## config.mk

```make
export PLATFORM = sky130hd
export DESIGN_NAME = websocket_frame_parser_unmask
export DESIGN_NICKNAME = d
export VERILOG_FILES = /design/src/rtl/wsfp_pkg.sv /design/src/rtl/wsfp_parser.sv /design/src/rtl/websocket_frame_parser_unmask.sv
export SDC_FILE = /design/constraint.sdc
export NUM_CORES = 1
export LEC_CHECK = 0
export ABC_CLOCK_PERIOD_IN_PS = 8700
export BUFFER_PORTS_ARGS = -buffer_cell sky130_fd_sc_hd__buf_2
export CAP_MARGIN = 20
export CORE_MARGIN = 2
export CORE_UTILIZATION = 47
export CTS_BUF_LIST = sky130_fd_sc_hd__clkbuf_2 sky130_fd_sc_hd__clkbuf_4 sky130_fd_sc_hd__clkbuf_8
export DETAILED_ROUTE_END_ITERATION = 16
export GPL_ROUTABILITY_DRIVEN = 0
export PLACE_DENSITY = 0.64
export SLEW_MARGIN = 30
export SYNTH_ARGS = -nofsm -noshare
export SYNTH_HDL_FRONTEND = slang
export SYNTH_SLANG_ARGS = --single-unit
```

## constraint.sdc

```tcl
create_clock -name i_clk -period 8.7 [get_ports i_clk]
set_input_delay 0 -clock i_clk [delete_from_list [all_inputs] [get_ports i_clk]]
set_output_delay 0 -clock i_clk [all_outputs]
set_load 0.01 [all_outputs]
```

## src/rtl/wsfp_pkg.sv

```systemverilog
// Shared types and constants for the WebSocket frame parser with unmasking.
// No dependencies; imported by wsfp_parser and websocket_frame_parser_unmask.
`timescale 1ns / 1ps

package wsfp_pkg;

    localparam logic [3:0]  CLOSE_OPCODE  = 4'h8;
    localparam logic [6:0]  LEN16_CODE    = 7'd126;
    localparam logic [6:0]  LEN64_CODE    = 7'd127;
    localparam logic [31:0] MAX_LEN_RESET = 32'(10 * 1024 * 1024);

    typedef enum logic [2:0] {
        ST_HDR1   = 3'd0,
        ST_HDR2   = 3'd1,
        ST_EXTLEN = 3'd2,
        ST_KEY    = 3'd3,
        ST_DATA   = 3'd4,
        ST_CLOSED = 3'd5,
        ST_ERROR  = 3'd6
    } t_state;

    typedef enum logic [2:0] {
        KIND_PAYLOAD  = 3'd0,
        KIND_EMPTY    = 3'd1,
        KIND_CLOSE    = 3'd2,
        KIND_BADFRAME = 3'd3,
        KIND_BADLEN   = 3'd4
    } t_kind;

    typedef struct packed {
        t_kind      kind;
        logic [7:0] data;
        logic [3:0] opcode;
        logic       fin;
        logic       last;
    } t_result;

endpackage

```

## src/rtl/wsfp_parser.sv

```systemverilog
// Header parse state machine and payload unmasking, one byte per transfer.
// Depends on wsfp_pkg; the result is combinational, registered by the top level.
`timescale 1ns / 1ps

module wsfp_parser
    import wsfp_pkg::*;
(
    input  logic        i_clk,
    input  logic        i_rst_n,
    input  logic        i_byte_valid,
    input  logic [7:0]  i_byte,
    input  logic [31:0] i_max_len,
    output logic        o_res_valid,
    output t_result     o_res
);

    t_state      r_state,  n_state;
    logic [3:0]  r_opcode, n_opcode;
    logic        r_fin,    n_fin;
    logic        r_mask,   n_mask;
    logic [6:0]  r_lcode,  n_lcode;
    logic [63:0] r_acc,    n_acc;
    logic [2:0]  r_cnt,    n_cnt;
    logic [31:0] r_key,    n_key;
    logic [31:0] r_plen,   n_plen;
    logic [31:0] r_pcnt,   n_pcnt;

    logic [63:0] w_acc_next;
    logic [2:0]  w_cnt_next;
    logic [31:0] w_pcnt_next;
    logic        w_bad64;
    logic [7:0]  w_key_byte;

    assign w_acc_next  = {r_acc[55:0], i_byte};
    assign w_cnt_next  = r_cnt + 3'd1;
    assign w_pcnt_next = r_pcnt + 32'd1;
    assign w_bad64     = w_acc_next[63] || (w_acc_next[62:32] != 31'd0)
                         || (w_acc_next[31:0] > i_max_len);

    // next state and register updates
    always_comb begin
        n_state  = r_state;
        n_opcode = r_opcode;
        n_fin    = r_fin;
        n_mask   = r_mask;
        n_lcode  = r_lcode;
        n_acc    = r_acc;
        n_cnt    = r_cnt;
        n_key    = r_key;
        n_plen   = r_plen;
        n_pcnt   = r_pcnt;
        if (i_byte_valid) begin
            unique case (r_state)
                ST_HDR1: begin
                    n_fin    = i_byte[7];
                    n_opcode = i_byte[3:0];
                    n_state  = (i_byte[6:4] != 3'd0) ? ST_ERROR : ST_HDR2;
                end
                ST_HDR2: begin
                    n_mask  = i_byte[7];
                    n_lcode = i_byte[6:0];
                    n_acc   = '0;
                    n_cnt   = '0;
                    n_key   = '0;
                    if (i_byte[6:0] == LEN16_CODE || i_byte[6:0] == LEN64_CODE) begin
                        n_state = ST_EXTLEN;
                    end else begin
                        n_plen  = {25'd0, i_byte[6:0]};
                        n_state = ST_HDR1;
                    end
                end
                ST_EXTLEN: begin
                    n_acc = w_acc_next;
                    n_cnt = w_cnt_next;
                    if (r_lcode == LEN16_CODE) begin
                        if (w_cnt_next >= 3'd2) begin
                            if (w_acc_next < 64'(LEN16_CODE)) begin
                                n_state = ST_ERROR;
                            end else begin
                                n_plen  = {16'd0, w_acc_next[15:0]};
                                n_state = ST_HDR1;
                            end
                        end
                    end else if (w_cnt_next == 3'd0) begin
                        if (w_bad64) begin
                            n_state = ST_ERROR;
                        end else begin
                            n_plen  = w_acc_next[31:0];
                            n_state = ST_HDR1;
                        end
                    end
                end
                ST_KEY: begin
                    n_key = {r_key[23:0], i_byte};
                    n_cnt = w_cnt_next;
                    if (w_cnt_next >= 3'd4) begin
                        n_state = ST_HDR1;
                    end
                end
                ST_DATA: begin
                    n_pcnt = w_pcnt_next;
                    if (w_pcnt_next >= r_plen) begin
                        n_state = ST_HDR1;
                    end
                end
                default: begin
                    n_state = r_state;
                end
            endcase

            // length complete: go on to the key, or finish the header
            if ((r_state == ST_HDR2 || r_state == ST_EXTLEN) && n_state == ST_HDR1) begin
                n_cnt = '0;
                if (n_mask) begin
                    n_state = ST_KEY;
                end
            end
            if ((r_state == ST_HDR2 || r_state == ST_EXTLEN || r_state == ST_KEY)
                && n_state == ST_HDR1) begin
                n_cnt = '0;
                if (r_opcode == CLOSE_OPCODE) begin
                    n_state = ST_CLOSED;
                end else if (n_plen != 32'd0) begin
                    n_pcnt  = '0;
                    n_state = ST_DATA;
                end
            end
        end
    end

    always_comb begin
        unique case (r_pcnt[1:0])
            2'd0: w_key_byte = r_key[31:24];
            2'd1: w_key_byte = r_key[23:16];
            2'd2: w_key_byte = r_key[15:8];
            2'd3: w_key_byte = r_key[7:0];
        endcase
    end

    // result, derived from the transition taken
    always_comb begin
        o_res_valid   = 1'b0;
        o_res.kind    = KIND_BADFRAME;
        o_res.data    = 8'd0;
        o_res.opcode  = n_opcode;
        o_res.fin     = n_fin;
        o_res.last    = 1'b0;
        if (i_byte_valid) begin
            unique case (r_state)
                ST_HDR1: begin
                    o_res_valid = (n_state == ST_ERROR);
                end
                ST_HDR2, ST_EXTLEN, ST_KEY: begin
                    if (n_state == ST_ERROR) begin
                        o_res_valid = 1'b1;
                        o_res.kind  = KIND_BADLEN;
                    end else if (n_state == ST_CLOSED) begin
                        o_res_valid = 1'b1;
                        o_res.kind  = KIND_CLOSE;
                    end else if (n_state == ST_HDR1) begin
                        o_res_valid = 1'b1;
                        o_res.kind  = KIND_EMPTY;
                        o_res.last  = 1'b1;
                    end
                end
                ST_DATA: begin
                    o_res_valid = 1'b1;
                    o_res.kind  = KIND_PAYLOAD;
                    o_res.data  = r_mask ? (i_byte ^ w_key_byte) : i_byte;
                    o_res.last  = (n_state == ST_HDR1);
                end
                default: begin
                    o_res_valid = 1'b1;
                end
            endcase
        end
    end

    always_ff @(posedge i_clk) begin
        if (!i_rst_n) begin
            r_state  <= ST_HDR1;
            r_opcode <= '0;
            r_fin    <= 1'b0;
            r_mask   <= 1'b0;
            r_lcode  <= '0;
            r_acc    <= '0;
            r_cnt    <= '0;
            r_key    <= '0;
            r_plen   <= '0;
            r_pcnt   <= '0;
        end else begin
            r_state  <= n_state;
            r_opcode <= n_opcode;
            r_fin    <= n_fin;
            r_mask   <= n_mask;
            r_lcode  <= n_lcode;
            r_acc    <= n_acc;
            r_cnt    <= n_cnt;
            r_key    <= n_key;
            r_plen   <= n_plen;
            r_pcnt   <= n_pcnt;
        end
    end

endmodule

```

## src/rtl/websocket_frame_parser_unmask.sv

```systemverilog
// Top level of the WebSocket frame parser: config register, parser, output skid.
// Depends on wsfp_pkg and wsfp_parser.
`timescale 1ns / 1ps

// Usage
//   Slave stream carries the frame byte stream, one byte per transfer in tdata.
//   Master stream gives at most one result per input byte: tuser holds the
//   result kind, tdata the unmasked payload byte, opcode and FIN, tlast marks
//   the final payload byte of a frame or an empty frame. Header bytes that do
//   not finish a header give nothing, unless they are found bad.
//   The config channel writes the maximum length for 64-bit coded frames;
//   write it only while the block is idle. It is always ready.
// Output path and throughput
//   A result is registered in the output register, or in the skid register
//   when the output is held; one byte is taken every cycle while skid is empty.
// Reset
//   Synchronous, active low: parser back to the first header byte, maximum
//   length back to 10 MiB, output stage empty.
// Stall
//   While the receiver holds tready low, one further result is kept in a skid
//   register; then s_axis_tready drops until the output result is taken.
//   After a close or an error every byte gives an invalid-frame result.

module websocket_frame_parser_unmask
    import wsfp_pkg::*;
(
    input  logic        i_clk,
    input  logic        i_rst_n,
    input  logic        i_s_axis_tvalid,
    output logic        o_s_axis_tready,
    input  logic [7:0]  i_s_axis_tdata,   // [7:0] in_byte
    output logic        o_m_axis_tvalid,
    input  logic        i_m_axis_tready,
    output logic [15:0] o_m_axis_tdata,   // [7:0] payload_byte, [11:8] frame_opcode,
                                          // [12] frame_fin, [15:13] zero
    output logic [2:0]  o_m_axis_tuser,   // [2:0] result_kind
    output logic        o_m_axis_tlast,   // last_of_frame
    input  logic        i_cfg_valid,
    output logic        o_cfg_ready,
    input  logic [31:0] i_cfg_data        // max_payload_length
);

    logic [31:0] r_max_len;
    logic        r_out_valid;
    t_result     r_out;
    logic        r_skid_valid;
    t_result     r_skid;

    logic        w_accept;
    logic        w_pop;
    logic        w_res_valid;
    t_result     w_res;

    assign o_cfg_ready     = 1'b1;
    // only the skid slot limits intake
    assign o_s_axis_tready = !r_skid_valid;
    assign w_accept        = i_s_axis_tvalid && o_s_axis_tready;
    assign w_pop           = r_out_valid && i_m_axis_tready;

    always_ff @(posedge i_clk) begin
        if (!i_rst_n) begin
            r_max_len <= MAX_LEN_RESET;
        end else if (i_cfg_valid && o_cfg_ready) begin
            r_max_len <= i_cfg_data;
        end
    end

    wsfp_parser u_parser (
        .i_clk        (i_clk),
        .i_rst_n      (i_rst_n),
        .i_byte_valid (w_accept),
        .i_byte       (i_s_axis_tdata),
        .i_max_len    (r_max_len),
        .o_res_valid  (w_res_valid),
        .o_res        (w_res)
    );

    // output register with one skid entry behind it
    always_ff @(posedge i_clk) begin
        if (!i_rst_n) begin
            r_out_valid  <= 1'b0;
            r_skid_valid <= 1'b0;
        end else if (!r_out_valid || w_pop) begin
            if (r_skid_valid) begin
                r_out_valid  <= 1'b1;
                r_skid_valid <= 1'b0;
            end else begin
                r_out_valid  <= w_res_valid;
            end
        end else if (w_res_valid) begin
            r_skid_valid <= 1'b1;
        end
    end

    // payload: advance from skid first, else take the fresh result
    always_ff @(posedge i_clk) begin
        if (!r_out_valid || w_pop) begin
            r_out <= r_skid_valid ? r_skid : w_res;
        end else if (w_res_valid) begin
            r_skid <= w_res;
        end
    end

    assign o_m_axis_tvalid = r_out_valid;
    assign o_m_axis_tdata  = {3'd0, r_out.fin, r_out.opcode, r_out.data};
    assign o_m_axis_tuser  = r_out.kind;
    assign o_m_axis_tlast  = r_out.last;

endmodule
```

==> qor.yml, run 1 <==
status: "complete, no violations"
cp_data_arrival_time_ns: 7.13
post_drt_wl_per_cell_um: 18.1
floorplan.die_area_mm2: 0.0288
tightestPinTransition_ns: 0.950
dp_cells: 1872
rsz0062_at_grt: "no"
detail_route.vias_per_cell: 5.88
clk_root_buffer_cell: "clkbuf_8"
aggregate_global_route_resource_usage_pct: 25.0
drt_first_pass_iters: 6
r2r_setup_slack_ns: 1.80
insertion_delay_ns: 0.55
clock_sink_count: 239
dpl.hpwl_mm: 24.2
h-tree-depth: 2
critPathBufInv: 1
clkSlewWorstSetupHoldPaths_ns: 0.06
min_delay_worst_endpoint: "r_max_len[22]"
cp_max_fo: 17
power_leakage_nw: 5.85
cts-buffers-inserted: 42
final.hold.worst_slack_ns: 0.185
postSynth.asyncResetShare_pct: 0
worst_path_required_time_ns: 8.93
p_r_area_growth_vs_syn_pct: 14.3
fillCellCount: 2489
hold_violations: 0
worst_setup_path_start_kind: "flop"
syn_inst: 1552
floorplan_core_area_mm2: 0.0270
worst_r2r_endpoint: "r_skid[9]"
layoutNonFillerInstCount: 1994
layout.cells.most_common_list: "nor2_1 (209), dfxtp_1 (205), nand2_1 (152)"
die_w_um: 170
remaining_drc_errors: 0
cts-root-to-sink-buffers: 3
num-nets-final: 1738
finish.utilization_pct: 54.8
number_of_antenna_violations_at_the_first_check_in_global_routing: 0
num_antenna_cells: 0
worst-r2r-cell-count: 25
crit_type: "reg -> reg"
clock_tree_from_tritoncts: "built"
mostFrequentLayoutCell: "nor2_1"
timing.final.crit_period_ns: 6.90
timing.slew.headroom_pct: 36.7
r2r_start: "u_parser.r_pcnt[0]"
finalClockSkew_ns: 0.0172
cts_repair_resize_count: 0
drt-total-wl_mm: 36.0
drtIter0Drc: 960
layout-drive-gt1-share_pct: 11.9
seq_area_frac_synth_pct: 39.7
hold_class: "in -> reg"
ant_nets: 0
synth_seq_cells: 239
grt-ovfl-total: 0
placement_rows: 60
maximum_number_of_pins_on_one_net_before_global_route_repair: 90
post-route-period-util_pct: 79.4
fin_setup_tns_ns: 0
die_height_um: 170
synth-edff-count: 34
yosys_most_used_dff: "dfxtp_1"
crit_path_launch: "u_parser.r_pcnt[0]"
power-per-cell-area_mw_per_mm2: 180
worst_hold_startpoint: "i_cfg_valid"
vias: 11700
initial_utilization_pct: 47.9
yosys_warnings: 0
via_count_of_the_first_global_routing_pass: 11300
critical-path-max-stage-delay_ns: 0.58
cp_slowest_cell: "ha_1"
number_of_max_cap_violations: 0
maxSlewViolCount: 0
mappedNetlistArea_mm2: 0.0129
io_pins: 68
setup-violations-final: 0
syn_area_per_cell_um2: 8.33
grt_pass1_wl_mm: 58.4
max_freq_mhz: 145
synth.lib_cells_used.distinct: 78
ir_drop_mv: 0.129
numPortBuffers: 63
min_delay_path_depth: 3
crit_path_end_kind: "flop"
worst_path_dominant_cell_family: "simple AND/OR/NAND/NOR gates"
[Yosys cell counts (4+ instances only)]
cell / number / share of area, %
a31oi_1: 14 / 0.68
nor2b_1: 8 / 0.39
o211ai_1: 9 / 0.52
xnor2_1: 25 / 1.7
a211oi_1: 26 / 1.5
a222oi_1: 8 / 0.62
or3_1: 6 / 0.29
o22ai_1: 8 / 0.39
a21o_1: 17 / 0.99
dfxtp_1: 205 / 32
mux2_2: 9 / 0.78
xor2_1: 46 / 3.1
mux2i_1: 32 / 2.5
nand3_1: 56 / 2.2
a32oi_1: 4 / 0.27
buf_4: 4 / 0.23
clkbuf_1: 81 / 2.4
nor2_1: 210 / 6.1
a221oi_1: 8 / 0.54
o21ai_0: 50 / 1.9
nor4_1: 20 / 0.97
buf_1: 4 / 0.12
buf_2: 12 / 0.46
nand2b_1: 8 / 0.39
o21ai_1: 4 / 0.15
and2_1: 14 / 0.68
nand4_1: 33 / 1.6
and3_1: 24 / 1.2
a21oi_1: 106 / 4.1
nand2_1: 153 / 4.4
inv_1: 71 / 2.1
a22oi_1: 67 / 3.9
o31ai_1: 7 / 0.41
and4_1: 6 / 0.41
ha_1: 71 / 6.9
nor3_1: 26 / 1.0
edfxtp_1: 34 / 7.9
o221ai_1: 4 / 0.27
[what timing repair did]
action / CTS / global route
endpoints found under the hold margin: 69 / 1
hold buffers: 44 / 1
setup buffers: 0 / 0
[worst max-delay path by stage]
| stage | cells past startpoint | endpoint | slack (ns) |
|---|---|---|---|
| global placement | 25 | r_skid[11] | 2.13 |
| global route | 25 | r_skid[5] | 1.16 |
| floorplan | 24 | r_skid[0] | 2.23 |
| finish | 25 | r_skid[9] | 1.80 |
| CTS | 25 | r_skid[9] | 1.82 |
| detailed placement | 25 | r_skid[13] | 1.89 |
[where the power goes]
part           switching, mW  total [mW]  internal (mW)
logic                  0.266       0.404          0.138
clock network          0.459        1.07          0.608
registers             0.0258        1.19           1.16
total                  0.751        2.66           1.91
[through the flow]
step                area, um^2  power (mW)  worst slack [ns]
finish                   14800        2.66              1.80
global route             14800        2.78              1.16
CTS                      14700        2.67              1.82
detailed placement       13400        1.59              1.89
global placement         13400        1.58              2.13
floorplan                12900        1.47              2.23
[sequential cells by signal, summed over array words and instances (netlist names), 4 cells and up]
register / cells
r_skid: 17
u_parser.r_lcode: 7
u_parser.r_opcode: 4
o_m_axis_tdata: 13
r_max_len: 32
u_parser.r_acc: 56
u_parser.r_pcnt: 32
u_parser.r_key: 32
u_parser.r_plen: 32
[layer usage]
metal / global-route usage, % / share of wire (%) / vias up
met3: 3.99 / 6.4 / 91
met2: 41.6 / 46 / 423
met1: 32.1 / 43 / 5531
met5: 0 / 0 / -
li1: - / - / 5689
met4: 10.6 / 3.7 / 0
[cells by family after synthesis]
group | synth area share, %
compound gates | 18.8
xor+xnor | 4.81
fa+ha+maj | 6.88
buf+inv | 5.43
flops | 39.7
mux | 3.26
other cells | 0.0581
simple gates | 21.1
[worst register-to-register path: cells and delay by family, from the launching register on]
family / cells / cell delay [ns]
compound gates: 2 / 0.44
xor+xnor: 1 / 0.16
fa+ha+maj: 2 / 0.90
buf+inv: 1 / 0.27
flops: 1 / 0.45
simple gates: 19 / 4.38
[area by class of cell]
| type | count | area (um^2) | area share [%] |
|---|---|---|---|
| Clock buffer | 69 | 837 | 5.67 |
| Multi-Input combinational cell | 1140 | 7150 | 48.4 |
| Timing Repair Buffer | 127 | 925 | 6.26 |
| Clock inverter | 6 | 37.5 | 0.254 |
| Tap cell | 341 | 427 | 2.89 |
| Sequential cell | 239 | 5120 | 34.7 |
| Inverter | 72 | 273 | 1.85 |
Power figures use the tool's default switching activity.
==> run 2, diff against run 1 <==
ABC_AREA = 1   (was unset)
ABC_CLOCK_PERIOD_IN_PS = 6600   (was 8700)
clock period = 6.6 ns   (was 8.7 ns; I/O delays follow)
==> run 2 against run 1 <==
  * Register-to-register slack lost 1.2 ns
  * Clock power grew 49%
  * Critical path depth grew 9
  * Hold slack lost 0.018 ns
  * Highest routed layer unchanged
  * Largest cell class unchanged
  * Non-clock buffer count grew 5
  * Global-route usage shrank 0.73 points
  * Power grew 48%
  * Critical path type unchanged
  * Fmax grew 15%
  * Final area grew 5.2%
  * Worst setup slack lost 1.2 ns
==> qor.yml, run 2 <==
ir_drop_mv: 0.200
crit_type: "reg -> reg"
finalClockSkew_ns: 0.0436
worst_setup_path_start_kind: "flop"
finish.instance_area_mm2: 0.0155
yosys.area.top_type_share_pct: 30.3
worst_path_dominant_cell_family: "simple AND/OR/NAND/NOR gates"
post_drt_wl_per_cell_um: 15.5
mux_cell_area_share_after_synthesis_pct: 0
worst_hold_startpoint: "i_cfg_valid"
min_delay_worst_endpoint: "r_max_len[8]"
yosys.area_share.xor_xnor_pct: 2.01
layout-drive-gt1-share_pct: 12.0
ant_nets: 0
initial_utilization_pct: 47.4
cts-root-to-sink-buffers: 3
yosys_warnings: 0
number_of_antenna_violations_at_the_first_check_in_global_routing: 0
floorplan_core_area_mm2: 0.0285
hold_violations: 0
critical-path-top-cell-by-count: "nand3_1"
cts_repair_resize_count: 0
placement_rows: 62
clkSlewWorstSetupHoldPaths_ns: 0.06
power-per-cell-area_mw_per_mm2: 252
grt_pass1_wl_mm: 59.9
numPortBuffers: 63
r2r_start: "u_parser.r_pcnt[0]"
drt_first_pass_iters: 5
die_w_um: 174
synth_seq_cells: 239
die_height_um: 174
place_area_mm2: 0.0141
synth_most_common_cell: "nand2_1"
hold_class: "in -> reg"
maxSlewViolCount: 0
drt-total-wl_mm: 37.3
postSynth.asyncResetShare_pct: 0
num_antenna_cells: 0
synth.lib_cells_used.distinct: 51
min_delay_path_depth: 4
max_freq_mhz: 167
largest_register: "u_parser.r_acc"
drtIter0Drc: 1008
fillCellCount: 2793
worst_path_required_time_ns: 6.85
synthDominantAreaCellType: "dfxtp_1"
synth_commonest_cells: "nand2_1 (419), a21oi_1 (233), dfxtp_1 (205)"
final.hold.worst_slack_ns: 0.167
fin_setup_tns_ns: 0
p_r_area_growth_vs_syn_pct: 14.8
dpl.hpwl_mm: 24.5
num-nets-final: 2103
cp_data_arrival_time_ns: 6.23
layout.cells.most_common_list: "nand2_1 (418), a21oi_1 (233), dfxtp_1 (205)"
status: "complete, no violations"
synth-edff-count: 34
remaining_drc_errors: 0
syn_inst: 1911
critPathBufInv: 3
detail_route.vias_per_cell: 5.30
post-route-period-util_pct: 90.6
maximum_number_of_pins_on_one_net_before_global_route_repair: 90
post_synth_and_or_nand_nor_area_fraction_pct: 24.1
cp_slowest_cell: "ha_1"
timing.final.ws_setup_ns: 0.620
timing.slew.headroom_pct: 39.8
cp_max_fo: 9
clock_tree_from_tritoncts: "built"
power_leakage_nw: 6.94
worst-r2r-cell-count: 34
floorplan.die_area_mm2: 0.0302
largest_register_ffs: 56
power_mw: 3.92
setup-violations-final: 0
dp_slack_ns: 0.650
insertion_delay_ns: 0.59
worst_r2r_endpoint: "r_skid[0]"
timing.final.crit_period_ns: 5.98
seq_area_frac_synth_pct: 37.9
tightestPinTransition_ns: 0.903
synth_area_leaders: "dfxtp_1 (30%), nand2_1 (12%), a21oi_1 (8.6%)"
clk_root_buffer_cell: "clkbuf_8"
rsz0062_at_grt: "no"
synth_fa_ha_area_share_pct: 6.56
io_pins: 68
mappedNetlistArea_mm2: 0.0135
grt-ovfl-total: 0
critical-path-max-stage-delay_ns: 0.46
via_count_of_the_first_global_routing_pass: 12000
synth_top_family_by_area: "simple AND/OR/NAND/NOR gates"
synthesized_area_fraction_occupied_by_ao_oa_aoi_and_oai_cells_pct: 19.6
h-tree-depth: 2
crit_path_end_kind: "flop"
vias: 12700
mostFrequentLayoutCell: "nand2_1"
yosys_most_used_dff: "dfxtp_1"
syn_area_per_cell_um2: 7.08
aggregate_global_route_resource_usage_pct: 24.2
number_of_max_cap_violations: 0
cts-buffers-inserted: 44
clock_sink_count: 239
r2r_setup_slack_ns: 0.62
[run 2: cell types whose count changed after synthesis, moves of 32 or more]
cell	previous run	this run
nand2_1	153	419
inv_1	71	200
a21oi_1	106	233
o21ai_0	50	128
a22oi_1	67	0
mux2i_1	32	0
[run 2: timing repair]
| item | in CTS | in global routing |
|---|---|---|
| hold buffers | 49 | 0 |
| hold endpoints to repair | 57 | 0 |
| buffers inserted | 0 | 0 |
[run 2: cells by family (layout without fill, tap and decap cells)]
logic type / after synthesis / count (layout)
and+or+nand+nor: 768 / 768
AOI/OAI and AO/OA: 468 / 468
buffers and inverters: 332 / 440
DFF: 239 / 239
adders and majority gates: 71 / 71
xor gates and xnor gates: 31 / 31
other: 2 / 4
[run 2: per-layer routing]
layer | up-vias | routed length [um] | GRT usage (%)
met5 | - | 0 | 0
met4 | 0 | 1300 | 9.66
met3 | 90 | 2410 | 3.86
met2 | 390 | 17300 | 41.0
met1 | 5799 | 16300 | 31.0
li1 | 6461 | - | -
[run 2: cell type report]
| type | count | area [um^2] | share of cell area, % |
|---|---|---|---|
| clock buffers | 57 | 734 | 4.73 |
| inverters | 228 | 858 | 5.52 |
| repair buffers | 132 | 980 | 6.30 |
| multi-input cells | 1342 | 7110 | 45.8 |
| well taps | 384 | 480 | 3.09 |
| flip-flops and latches | 239 | 5120 | 33.0 |
| clock inverters | 23 | 250 | 1.61 |
[run 2: power breakdown]
| part | switching [mW] | total (mW) | internal (mW) |
|---|---|---|---|
| registers | 0.0567 | 1.63 | 1.57 |
| clock network | 0.661 | 1.59 | 0.931 |
| logic | 0.468 | 0.705 | 0.237 |
[run 2: tightest hold or removal path: cells and delay by family]
family / cells / cell delay [ns]
compound gates: 1 / 0.17
buf+inv: 3 / 0.54
[run 2: through the flow]
| step | utilization, % | cells |
|---|---|---|
| final | 54.4 | 2405 |
| after global routing | 54.4 | 2405 |
| after CTS | 54.4 | 2405 |
| after detailed placement | 49.3 | 2276 |
| after global placement | 49.2 | 2275 |
| after floorplan | - | 1913 |
[run 2: worst max-delay path by stage]
stage | slack, ns | depth (start not counted) | to | startpoint
2_1_floorplan | 1.13 | 35 | r_skid[0] | u_parser.r_pcnt[0]
3_3_place_gp | 0.92 | 35 | r_skid[6] | u_parser.r_pcnt[0]
3_5_place_dp | 0.65 | 34 | r_skid[6] | u_parser.r_pcnt[0]
4_1_cts | 0.63 | 34 | r_skid[0] | u_parser.r_pcnt[0]
5_1_grt | 0.04 | 34 | r_skid[0] | u_parser.r_pcnt[0]
6_report | 0.62 | 34 | r_skid[0] | u_parser.r_pcnt[0]
